File: src/hkv_pkg.sv
// Shared types, constants and sizes of the hashed key-value map.
package hkv_pkg;

    localparam int NUM_BUCKETS      = 16;
    localparam int SLOTS_PER_BUCKET = 4;
    localparam int QUEUE_DEPTH      = 2;

    localparam int KEY_W    = 31;
    localparam int VALUE_W  = 32;
    localparam int MODE_W   = 2;
    localparam int STATUS_W = 2;

    // Bucket index is the low key bits, so NUM_BUCKETS stays a power of two.
    localparam int BUCKET_W = $clog2(NUM_BUCKETS);
    localparam int SLOT_W   = (SLOTS_PER_BUCKET > 1) ? $clog2(SLOTS_PER_BUCKET) : 1;

    localparam logic [MODE_W-1:0] MODE_INSERT = 2'd0;
    localparam logic [MODE_W-1:0] MODE_SEARCH = 2'd1;
    localparam logic [MODE_W-1:0] MODE_DELETE = 2'd2;

    localparam logic [STATUS_W-1:0] ST_DONE      = 2'd0;
    localparam logic [STATUS_W-1:0] ST_NOT_FOUND = 2'd1;
    localparam logic [STATUS_W-1:0] ST_FULL      = 2'd2;

    typedef enum logic [1:0] {
        OP_INSERT,
        OP_SEARCH,
        OP_DELETE,
        OP_NOP
    } op_t;

    typedef enum logic {
        BK_IDLE,
        BK_EXEC
    } back_state_t;

    typedef logic [BUCKET_W-1:0] bucket_t;
    typedef logic [SLOT_W-1:0]   slot_idx_t;

    typedef logic [SLOTS_PER_BUCKET-1:0][KEY_W-1:0]   key_row_t;
    typedef logic [SLOTS_PER_BUCKET-1:0][VALUE_W-1:0] value_row_t;
    typedef logic [SLOTS_PER_BUCKET-1:0]              valid_row_t;

    typedef struct packed {
        op_t                 op;
        bucket_t             bucket;
        logic [KEY_W-1:0]    key;
        logic [VALUE_W-1:0]  value;
    } request_t;

endpackage

File: src/hkv_front.sv
// Front end: accepts requests, decodes the operation and bucket, queues them.
module hkv_front
    import hkv_pkg::*;
(
    input  logic                clk,
    input  logic                rst_n,
    input  logic                in_valid,
    output logic                in_ready,
    input  logic [MODE_W-1:0]   mode,
    input  logic [KEY_W-1:0]    key,
    input  logic [VALUE_W-1:0]  value,
    output logic                req_valid,
    input  logic                req_ready,
    output request_t            req
);

    localparam int PTR_W = (QUEUE_DEPTH > 1) ? $clog2(QUEUE_DEPTH) : 1;
    localparam int CNT_W = $clog2(QUEUE_DEPTH + 1);

    request_t           queue_reg [QUEUE_DEPTH];
    logic [PTR_W-1:0]   wr_ptr_reg, wr_ptr_next;
    logic [PTR_W-1:0]   rd_ptr_reg, rd_ptr_next;
    logic [CNT_W-1:0]   count_reg, count_next;
    request_t           decoded;
    logic               push, pop;

    always_comb
    begin
        decoded.bucket = key[BUCKET_W-1:0];
        decoded.key    = key;
        decoded.value  = value;
        case (mode)
            MODE_INSERT: decoded.op = OP_INSERT;
            MODE_SEARCH: decoded.op = OP_SEARCH;
            MODE_DELETE: decoded.op = OP_DELETE;
            default:     decoded.op = OP_NOP;
        endcase
    end

    assign in_ready  = (count_reg != CNT_W'(QUEUE_DEPTH));
    assign req_valid = (count_reg != '0);
    assign req       = queue_reg[rd_ptr_reg];
    assign push      = in_valid && in_ready;
    assign pop       = req_valid && req_ready;

    always_comb
    begin
        wr_ptr_next = wr_ptr_reg;
        rd_ptr_next = rd_ptr_reg;
        count_next  = count_reg;
        if (push)
        begin
            wr_ptr_next = (wr_ptr_reg == PTR_W'(QUEUE_DEPTH - 1)) ? '0 : wr_ptr_reg + 1'b1;
        end
        if (pop)
        begin
            rd_ptr_next = (rd_ptr_reg == PTR_W'(QUEUE_DEPTH - 1)) ? '0 : rd_ptr_reg + 1'b1;
        end
        if (push && !pop)
        begin
            count_next = count_reg + CNT_W'(1);
        end
        else if (pop && !push)
        begin
            count_next = count_reg - CNT_W'(1);
        end
    end

    always_ff @(posedge clk or negedge rst_n)
    begin
        if (!rst_n)
        begin
            wr_ptr_reg <= '0;
            rd_ptr_reg <= '0;
            count_reg  <= '0;
        end
        else
        begin
            wr_ptr_reg <= wr_ptr_next;
            rd_ptr_reg <= rd_ptr_next;
            count_reg  <= count_next;
        end
    end

    always_ff @(posedge clk)
    begin
        if (push)
        begin
            queue_reg[wr_ptr_reg] <= decoded;
        end
    end

endmodule

File: config.mk
export PLATFORM = sky130hd
export DESIGN_NAME = hkv_front
export DESIGN_NICKNAME = d
export VERILOG_FILES = /design/src/hkv_pkg.sv /design/src/hkv_front.sv
export SDC_FILE = /design/constraint.sdc
export NUM_CORES = 1
export LEC_CHECK = 0
export BUFFER_PORTS_ARGS = -buffer_cell sky130_fd_sc_hd__buf_2
export CORE_AREA = 3 3 117 119
export CTS_CLUSTER_SIZE = 25
export DETAILED_ROUTE_END_ITERATION = 6
export DIE_AREA = 0 0 120 122
export GPL_TIMING_DRIVEN = 0
export HOLD_SLACK_MARGIN = 0.06
export MAX_ROUTING_LAYER = met4
export SLEW_MARGIN = 20
export SYNTH_ARGS = -nofsm -noshare
export SYNTH_HDL_FRONTEND = slang
export SYNTH_SLANG_ARGS = --single-unit
File: constraint.sdc
create_clock -name clk -period 4.3 [get_ports clk]
set_input_delay 0.86 -clock clk [delete_from_list [all_inputs] [get_ports clk]]
set_output_delay 0.86 -clock clk [all_outputs]
set_load 0.02 [all_outputs]
==> flow_summary.json <==
{
  "outcome": "complete, no violations",
  "largest_register_ffs": 130,
  "detailed_place_hpwl_microns": 5960,
  "p_leak_nw": 2.65,
  "finalCritPeriodShare_pct": 60.6,
  "areaGrowthSynthToFinish_pct": 31.0,
  "wl_microns": 8760,
  "dieArea_sq_mm": 0.0146,
  "clk_path_buf_depth": 2,
  "drv_cap": 0,
  "r2r-start": "count_reg[0]$_DFFE_PN0P_",
  "ir_drop_uv": 381,
  "slew_headroom_pct": 68.9,
  "n_fill_cell": 1047,
  "initial_core_util_pct": 40.1,
  "grt_first_pass_wirelength_microns": 13500,
  "rows": 41,
  "cts_tree": "done",
  "io_pins": 140,
  "firstDrtPassIters": 4,
  "clk_pin_slew_ns": 0.05,
  "mostFrequentLayoutCells": "139 x buf_2, 130 x edfxtp_1, 40 x mux2_4",
  "yosys.area.top_type": "edfxtp_1",
  "syn_inst": 226,
  "drtIter0Drc": 108,
  "setup_viol": 0,
  "pwr-share-comb_pct": 34.9,
  "finalHoldViolations": 0,
  "final_area_sq_mm": 0.00666,
  "clock_latency_ns": 0.40,
  "dieHeight_microns": 122,
  "grt_usage_pct": 12.9,
  "seq_area_sq_mm": 0.00400,
  "critPathLaunchType": "flop",
  "end_kind": "output port",
  "final_util_pct": 52.6,
  "grt_max_degree": 36,
  "worstRegToRegCells": 5,
  "cts_root_buf": "clkbuf_16",
  "nets": 456,
  "synth_top_cell_area_share_pct": 76.8,
  "post_dp_cell_area_sq_mm": 0.00609,
  "synth_cell_type_count": 17,
  "final_common_cell": "buf_2",
  "worstPathArrival_ns": 1.75,
  "postCtsSetupBuffers": 0,
  "rsz0062_at_grt": "false",
  "clkSinkCount": 134,
  "power_frac_clock_pct": 27.7,
  "antenna_found_initial": 0,
  "overflow": 0,
  "htreeDepth": 4,
  "cts_hold_buf": 0,
  "p_switching_mw": 1.52,
  "synth_area_leaders": "edfxtp_1 77%, mux2_4 12%, mux2_2 5.5%",
  "worstPathMaxFanout": 10,
  "tightest_slew_ns": 0.466,
  "numPortBuffers": 137,
  "ys.warnings.count": 0,
  "netlist_area_sq_mm": 0.00508,
  "vias_per_cell": 4.47,
  "hp-class": "in2async",
  "ys_ff_latch": 134,
  "fin_skew_ns": 0.00398,
  "ant_nets": 0,
  "intPower_mw": 3.46,
  "core-area_sq_mm": 0.0127,
  "crit_type": "reg2out",
  "avgRoutedWirePerCell_microns": 15.4,
  "r2r_setup_slack_ns": 2.58,
  "drc_errors": 0,
  "instances_no_fill": 570,
  "r2r_end": "queue_reg[0][2]$_DFFE_PP_",
  "fmax_mhz": 384,
  "synth_nets": 296,
  "pre_cts_ws_ns": 2.09,
  "seq_power_share_pct": 37.3,
  "p_per_area_mw_per_mm2": 748,
  "avgSynthCellArea_sq_um": 22.5,
  "drive_gt1_share_pct": 62.1,
  "multi_input_area_sq_um": 985,
  "swShare_pct": 30.6,
  "post_cts_resized": 0,
  "timing.final.ws_setup_ns": 1.69,
  "cp.required_ns": 3.44,
  "fin_crit_ns": 2.61,
  "vias": 2550,
  "cts-buffers-inserted": 17,
  "synth-seq-area-share_pct": 78.8,
  "die_w_microns": 120,
  "dpl.cell_count": 539,
  "drv_slew": 0,
  "diodes": 0,
  "grt_pass1_vias": 2706,
  "gp_congestion": 0.673
}
## per-layer routing
metal	up-vias	global-route usage [%]	routed length (microns)
met4	0	5.58	78
met3	10	5.11	642
li1	1202	-	-
met2	101	19.7	4390
met5	-	-	0
met1	1237	15.2	3650
## power by group through the flow
stage	Clock, mW	Sequential, mW	Combinational (mW)
2_1_floorplan	0	1.89	1.23
3_3_place_gp	0	1.92	1.69
3_5_place_dp	0	1.89	1.78
4_1_cts	1.42	1.86	1.79
5_1_grt	1.47	1.89	1.86
6_report	1.38	1.86	1.74
## cell families after synthesis
family / after synthesis / share of synthesized area (%)
xor+xnor: 5 / 0.862
fa+ha+maj: 1 / 0.246
buf+inv: 14 / 2.12
flops: 134 / 78.8
mux: 65 / 17.4
simple gates: 7 / 0.665
## synthesized netlist by cell type (all sizes together)
cell,number
or2,1
dfrtp,4
nand2b,1
xnor2,3
inv,1
nand2,2
mux2,65
edfxtp,130
clkbuf,2
buf,11
xor2,2
ha,1
and3,1
nor2,2
## through the flow
stage                     hold WS, ns  power [mW]  setup TNS, ns
after floorplan                 0.456        3.12              0
after global placement          0.474        3.61        -107.09
after detailed placement        0.477        3.67              0
after CTS                       0.234        5.07              0
after global routing            0.229        5.23              0
final                           0.259        4.98              0
## area by class of cell
type / count / area share, %
buffer: 13 / 1.56
clock buffer: 18 / 6.44
clock inverter: 13 / 2.09
inverter: 1 / 0.0564
multi-input combinational: 78 / 14.8
sequential: 134 / 60.1
tap: 172 / 3.23
timing repair buffer: 141 / 11.7
## critical path, cell delays in order, from the launching register on
cell     delay, ns
dfrtp_1       0.37
buf_6         0.19
buf_6         0.20
mux2_4        0.32
buf_4         0.13
buf_2         0.15
## worst max-delay path by stage
stage	from	end	slack, ns	cells past startpoint
2_1_floorplan	in_valid	queue_reg[0][0]$_DFFE_PP_	0.14	2
3_3_place_gp	in_valid	queue_reg[0][31]$_DFFE_PP_	-1.65	3
3_5_place_dp	rd_ptr_reg$_DFFE_PN0P_	req[65]	2.09	5
4_1_cts	rd_ptr_reg$_DFFE_PN0P_	req[65]	1.64	5
5_1_grt	rd_ptr_reg$_DFFE_PN0P_	req[65]	1.59	5
6_report	rd_ptr_reg$_DFFE_PN0P_	req[65]	1.69	5
Note: power is estimated with default switching activity, not from simulation.
