$ cat config.mk
export PLATFORM = sky130hd
export DESIGN_NAME = hkv_back
export DESIGN_NICKNAME = d
export VERILOG_FILES = /design/src/hkv_pkg.sv /design/src/hkv_ram.sv /design/src/hkv_back.sv
export SDC_FILE = /design/constraint.sdc
export NUM_CORES = 2
export LEC_CHECK = 0
export BUFFER_PORTS_ARGS = -buffer_cell sky130_fd_sc_hd__buf_2
export CAP_MARGIN = 15
export CORE_MARGIN = 4
export CORE_UTILIZATION = 42
export CTS_CLUSTER_SIZE = 28
export DETAILED_ROUTE_END_ITERATION = 8
export GPL_TIMING_DRIVEN = 1
export PLACE_DENSITY_LB_ADDON = 0.2
export SLEW_MARGIN = 20
export SYNTH_ARGS = -nofsm -noshare
export SYNTH_HDL_FRONTEND = slang
export SYNTH_SLANG_ARGS = --single-unit
$ cat constraint.sdc
create_clock -name clk -period 27.1 [get_ports clk]
set_clock_uncertainty 0.15 [all_clocks]
set_input_delay 0 -clock clk [delete_from_list [all_inputs] [get_ports clk]]
set_output_delay 0 -clock clk [all_outputs]
set_load 0.01 [all_outputs]
$ cat src/hkv_pkg.sv
// Shared types, constants and sizes of the hashed key-value map.
package hkv_pkg;

    localparam int NUM_BUCKETS      = 16;
    localparam int SLOTS_PER_BUCKET = 4;
    localparam int QUEUE_DEPTH      = 2;

    localparam int KEY_W    = 31;
    localparam int VALUE_W  = 32;
    localparam int MODE_W   = 2;
    localparam int STATUS_W = 2;

    // Bucket index is the low key bits, so NUM_BUCKETS stays a power of two.
    localparam int BUCKET_W = $clog2(NUM_BUCKETS);
    localparam int SLOT_W   = (SLOTS_PER_BUCKET > 1) ? $clog2(SLOTS_PER_BUCKET) : 1;

    localparam logic [MODE_W-1:0] MODE_INSERT = 2'd0;
    localparam logic [MODE_W-1:0] MODE_SEARCH = 2'd1;
    localparam logic [MODE_W-1:0] MODE_DELETE = 2'd2;

    localparam logic [STATUS_W-1:0] ST_DONE      = 2'd0;
    localparam logic [STATUS_W-1:0] ST_NOT_FOUND = 2'd1;
    localparam logic [STATUS_W-1:0] ST_FULL      = 2'd2;

    typedef enum logic [1:0] {
        OP_INSERT,
        OP_SEARCH,
        OP_DELETE,
        OP_NOP
    } op_t;

    typedef enum logic {
        BK_IDLE,
        BK_EXEC
    } back_state_t;

    typedef logic [BUCKET_W-1:0] bucket_t;
    typedef logic [SLOT_W-1:0]   slot_idx_t;

    typedef logic [SLOTS_PER_BUCKET-1:0][KEY_W-1:0]   key_row_t;
    typedef logic [SLOTS_PER_BUCKET-1:0][VALUE_W-1:0] value_row_t;
    typedef logic [SLOTS_PER_BUCKET-1:0]              valid_row_t;

    typedef struct packed {
        op_t                 op;
        bucket_t             bucket;
        logic [KEY_W-1:0]    key;
        logic [VALUE_W-1:0]  value;
    } request_t;

endpackage

$ cat src/hkv_ram.sv
// Generic single-write, single-read RAM with registered read data.
module hkv_ram #(
    parameter int WIDTH = 8,
    parameter int DEPTH = 16
) (
    input  logic                     clk,
    input  logic                     wr_en,
    input  logic [$clog2(DEPTH)-1:0] wr_addr,
    input  logic [WIDTH-1:0]         wr_data,
    input  logic                     rd_en,
    input  logic [$clog2(DEPTH)-1:0] rd_addr,
    output logic [WIDTH-1:0]         rd_data
);

    logic [WIDTH-1:0] mem_reg [DEPTH];
    logic [WIDTH-1:0] rd_data_reg;

    always_ff @(posedge clk)
    begin
        if (wr_en)
        begin
            mem_reg[wr_addr] <= wr_data;
        end
        if (rd_en)
        begin
            rd_data_reg <= mem_reg[rd_addr];
        end
    end

    assign rd_data = rd_data_reg;

endmodule

$ cat src/hkv_back.sv
// Back end: reads a bucket row, matches keys, writes the row back, drives results.
module hkv_back
    import hkv_pkg::*;
(
    input  logic                 clk,
    input  logic                 rst_n,
    input  logic                 req_valid,
    output logic                 req_ready,
    input  request_t             req,
    output logic                 out_valid,
    input  logic                 out_ready,
    output logic                 hit,
    output logic [VALUE_W-1:0]   read_value,
    output logic [STATUS_W-1:0]  status
);

    back_state_t           state_reg, state_next;
    request_t              cur_reg;
    valid_row_t            valid_reg [NUM_BUCKETS];

    logic                  out_valid_reg;
    logic                  hit_reg, hit_next;
    logic [VALUE_W-1:0]    read_value_reg, read_value_next;
    logic [STATUS_W-1:0]   status_reg, status_next;

    logic                  rd_en;
    logic                  load_out;
    key_row_t              key_rd, key_wr;
    value_row_t            value_rd, value_wr;
    valid_row_t            valid_row, valid_row_next;
    logic                  row_wr_en;
    logic                  found, free_found;
    slot_idx_t             match_idx, free_idx, wr_idx;

    hkv_ram #(
        .WIDTH ($bits(key_row_t)),
        .DEPTH (NUM_BUCKETS)
    ) u_key_ram (
        .clk     (clk),
        .wr_en   (row_wr_en),
        .wr_addr (cur_reg.bucket),
        .wr_data (key_wr),
        .rd_en   (rd_en),
        .rd_addr (req.bucket),
        .rd_data (key_rd)
    );

    hkv_ram #(
        .WIDTH ($bits(value_row_t)),
        .DEPTH (NUM_BUCKETS)
    ) u_value_ram (
        .clk     (clk),
        .wr_en   (row_wr_en),
        .wr_addr (cur_reg.bucket),
        .wr_data (value_wr),
        .rd_en   (rd_en),
        .rd_addr (req.bucket),
        .rd_data (value_rd)
    );

    // Next state
    always_comb
    begin
        state_next = state_reg;
        case (state_reg)
            BK_IDLE:
            begin
                if (req_valid)
                begin
                    state_next = BK_EXEC;
                end
            end
            BK_EXEC:
            begin
                if (!out_valid_reg || out_ready)
                begin
                    state_next = BK_IDLE;
                end
            end
            default: state_next = BK_IDLE;
        endcase
    end

    // State outputs
    always_comb
    begin
        req_ready = 1'b0;
        load_out  = 1'b0;
        case (state_reg)
            BK_IDLE: req_ready = 1'b1;
            BK_EXEC: load_out  = !out_valid_reg || out_ready;
            default: req_ready = 1'b0;
        endcase
    end

    assign rd_en     = req_valid && req_ready;
    assign valid_row = valid_reg[cur_reg.bucket];

    // Slot match and lowest free slot, all slots compared at once
    always_comb
    begin
        found      = 1'b0;
        free_found = 1'b0;
        match_idx  = '0;
        free_idx   = '0;
        for (int s = 0; s < SLOTS_PER_BUCKET; s++)
        begin
            if (valid_row[s])
            begin
                if (!found && key_rd[s] == cur_reg.key)
                begin
                    found     = 1'b1;
                    match_idx = SLOT_W'(s);
                end
            end
            else if (!free_found)
            begin
                free_found = 1'b1;
                free_idx   = SLOT_W'(s);
            end
        end
    end

    always_comb
    begin
        hit_next        = 1'b0;
        read_value_next = '0;
        status_next     = ST_DONE;
        valid_row_next  = valid_row;
        row_wr_en       = 1'b0;
        wr_idx          = found ? match_idx : free_idx;
        key_wr          = key_rd;
        value_wr        = value_rd;
        key_wr[wr_idx]   = cur_reg.key;
        value_wr[wr_idx] = cur_reg.value;
        case (cur_reg.op)
            OP_INSERT:
            begin
                hit_next = found;
                if (found || free_found)
                begin
                    row_wr_en              = load_out;
                    valid_row_next[wr_idx] = 1'b1;
                end
                else
                begin
                    status_next = ST_FULL;
                end
            end
            OP_SEARCH:
            begin
                hit_next = found;
                if (found)
                begin
                    read_value_next = value_rd[match_idx];
                end
                else
                begin
                    status_next = ST_NOT_FOUND;
                end
            end
            OP_DELETE:
            begin
                hit_next = found;
                if (found)
                begin
                    valid_row_next[match_idx] = 1'b0;
                end
                else
                begin
                    status_next = ST_NOT_FOUND;
                end
            end
            default:
            begin
                hit_next = 1'b0;
            end
        endcase
    end

    always_ff @(posedge clk or negedge rst_n)
    begin
        if (!rst_n)
        begin
            state_reg     <= BK_IDLE;
            out_valid_reg <= 1'b0;
            for (int b = 0; b < NUM_BUCKETS; b++)
            begin
                valid_reg[b] <= '0;
            end
        end
        else
        begin
            state_reg <= state_next;
            if (load_out)
            begin
                out_valid_reg            <= 1'b1;
                valid_reg[cur_reg.bucket] <= valid_row_next;
            end
            else if (out_ready)
            begin
                out_valid_reg <= 1'b0;
            end
        end
    end

    always_ff @(posedge clk)
    begin
        if (rd_en)
        begin
            cur_reg <= req;
        end
        if (load_out)
        begin
            hit_reg        <= hit_next;
            read_value_reg <= read_value_next;
            status_reg     <= status_next;
        end
    end

    assign out_valid  = out_valid_reg;
    assign hit        = hit_reg;
    assign read_value = read_value_reg;
    assign status     = status_reg;

endmodule

==> out/results.ini <==
[cts]
cts_root_buf=clkbuf_16
cts_setup_buffers=0
clock_latency_ps=990
cts_hold_buf=142
cts.sinks=4454
clk_path_buf_depth=4
numCtsBuffers=448
cts_resized=0
cts_tree=yes
htree_num_levels=5
clkSlewWorstSetupHoldPaths_ps=60

[yosys]
async_reset_ff_share_pct=1.48
synthesis.nets=7018
synth_seq_cells=4454
syn-cell-area_um2=171000
synth_edf_count=4388
syn_avg_cell_area_um2=24.6
synth_cell_type_count=52
yosys_warnings=0
yosysSeqAreaShare_pct=78.1
ys.flop_type=edfxtp_1
synthCells=6941

[route]
wl_um=431000
detail-route-antenna-nets=0
via_per_inst=5.88
drt_pass1_iterations=5
drc=0
vias=77600
post_drt_wl_per_cell_um=32.6
drt-initial-drc-count=8720

[setup_path]
cp_top_family=buffers and inverters
cp-startpoint=cur_reg[35]
cp.required_ps=27510
crit_type=flop to flop
cpPeakStageDelay_ps=970
r2r-start=cur_reg[35]
start_kind=flop
endpoint_kind=flop
cp_slowest_cell=buf_4
crit_chain=xor2_1 -> nor4_1 -> nand4_1 -> or3_1 -> nand2_4 -> o31ai_4 -> buf_4 -> nor3_2 -> buf_4 -> buf_4 -> buf_4
arrival_ps=7200
crit_fanout=50
cpMostUsedCell=buf_4
critical_path_buf_inv_count=4

[cells_and_area]
syn_to_final_growth_pct=13.5
final_layout_size_suffix_gt1_share_pct=31.5
largest_reg_flops=2048
fin_nets=7505

[sta]
slew_headroom_pct=23.2
period_needed_ps=6790
setup_tns_ps=0
fmax_ghz=0.147
finalHoldViolCount=0
setup_viol=0
drv_slew=0
rsz0062_at_grt=false
tightest_slew_ps=1150
finalCritPeriodShare_pct=25.1

[power]
p_leak_nw=60.2
power_density_nw_per_um2=84.0
vdd_drop_max_mv=0.0591
totalPowerFinal_mw=16.3

[global_routing]
gr-total-overflow=0
grt_max_degree=131
grt_pass1_wl_um=613000
grt_antenna_before_repair=23
grt_usage_pct=20.4
grt_pass1_vias=79800

[floorplanning]
dieArea_um2=417000
core_um2=404000
pin_count=110
fp-row-count=233
start_util_pct=42.3
die_h_um=646
die_width_um=646

[hold_path]
min_from=req[8]
min-delay-path-class=primary input to flop

[placed_design]
detailed_place_hpwl_um=219000
finalWeightedCongestion=0.766
numPortBuffers=109

[flow_run]
cap_violations=0

[outcome]
outcome=completed

[metal layers]
layer  vias up  share of wire (%)  track usage [%]
met1     43400                 43             30.4
met2      2817                 48             32.6
met4         0                2.0             4.07
li1      30900                  -                -
met5         -                  0                0
met3       545                6.5             2.86
[per-stage QoR]
stage | setup WS, ps | std cells | util [%] | hold WS (ps) | cell area [µm²]
after global routing | 20200 | 13200 | 48.0 | 95.6 | 194000
final | 20310 | 13200 | 48.0 | 124 | 194000
after CTS | 20310 | 13200 | 48.0 | 22.6 | 194000
after detailed placement | 20180 | 12200 | 44.1 | 28.8 | 178000
after floorplan | 6490 | 6941 | - | -446 | 171000
after global placement | 20150 | 12200 | 44.1 | 27.0 | 178000
[where the power goes]
| group | leakage [nW] | switching, mW | internal (mW) |
|---|---|---|---|
| sequential | 40.5 | 0.153 | 8.39 |
| clock | 6.98 | 2.61 | 3.44 |
| combinational | 12.7 | 1.18 | 0.503 |
| total | 60.2 | 3.94 | 12.3 |
[cells in the mapped netlist, drive strengths merged (23+ instances only)]
cell type | number | area [µm²]
clkbuf | 223 | 842
o22ai | 32 | 200
xor2 | 62 | 543
mux2 | 316 | 3780
nor2b | 52 | 325
a211oi | 45 | 338
dfrtp | 66 | 1650
mux2i | 108 | 1080
buf | 158 | 842
edfxtp | 4388 | 132000
nor2 | 23 | 86.3
xnor2 | 62 | 543
a21oi | 47 | 258
mux4 | 1232 | 27700
[cells by family after synthesis]
group / after synthesis / synth area share (%)
AO/OA/AOI/OAI: 140 / 0.565
XOR/XNOR: 124 / 0.636
adder cells (fa/ha/maj): 4 / 0.0293
buffers and inverters: 386 / 0.997
flip-flops: 4454 / 78.1
multiplexers: 1656 / 19.1
AND/OR/NAND/NOR: 177 / 0.599
[worst min-delay path: cells and delay by family]
| kind | cells | cell delay, ps |
|---|---|---|
| buf+inv | 3 | 1140 |
[cells in the final DEF, fill, tap and decap left out, types with 60 or more instances in the layout]
master | Yosys | layout
edfxtp_1 | 4388 | 4388
mux4_2 | 1232 | 1232
clkbuf_16 | 0 | 452
mux2_2 | 233 | 233
dlygate4sd3_1 | 0 | 142
buf_4 | 11 | 139
clkinv_1 | 0 | 109
mux2i_1 | 108 | 108
buf_2 | 9 | 105
clkbuf_1 | 219 | 96
clkinv_2 | 0 | 88
dfrtp_1 | 66 | 66
xnor2_1 | 62 | 62
xor2_1 | 62 | 62
mux2_4 | 60 | 60
[layout make-up]
cell class,count,area (µm²)
Sequential cell,4454,133000
Tap cell,5405,6760
Timing Repair Buffer,418,3600
Inverter,5,18.8
Antenna cell,4,10.0
Multi-Input combinational cell,2101,35900
Fill cell,32400,210000
Clock inverter,278,2610
Clock buffer,548,11700
[final timing paths]
path / end / slack (ps) / cells after the start
setup / recovery: u_key_ram.mem_reg[13][97] / 20310 / 11
hold / removal: cur_reg[8] / 120 / 3
setup reg to reg: u_key_ram.mem_reg[13][97] / 20310 / 11
hold reg to reg: valid_reg[52] / 350 / 1
max in group asynchronous: valid_reg[15] / 25980 / 4
min in group asynchronous: state_reg / 180 / 4
(Power assumes the default switching activity.)
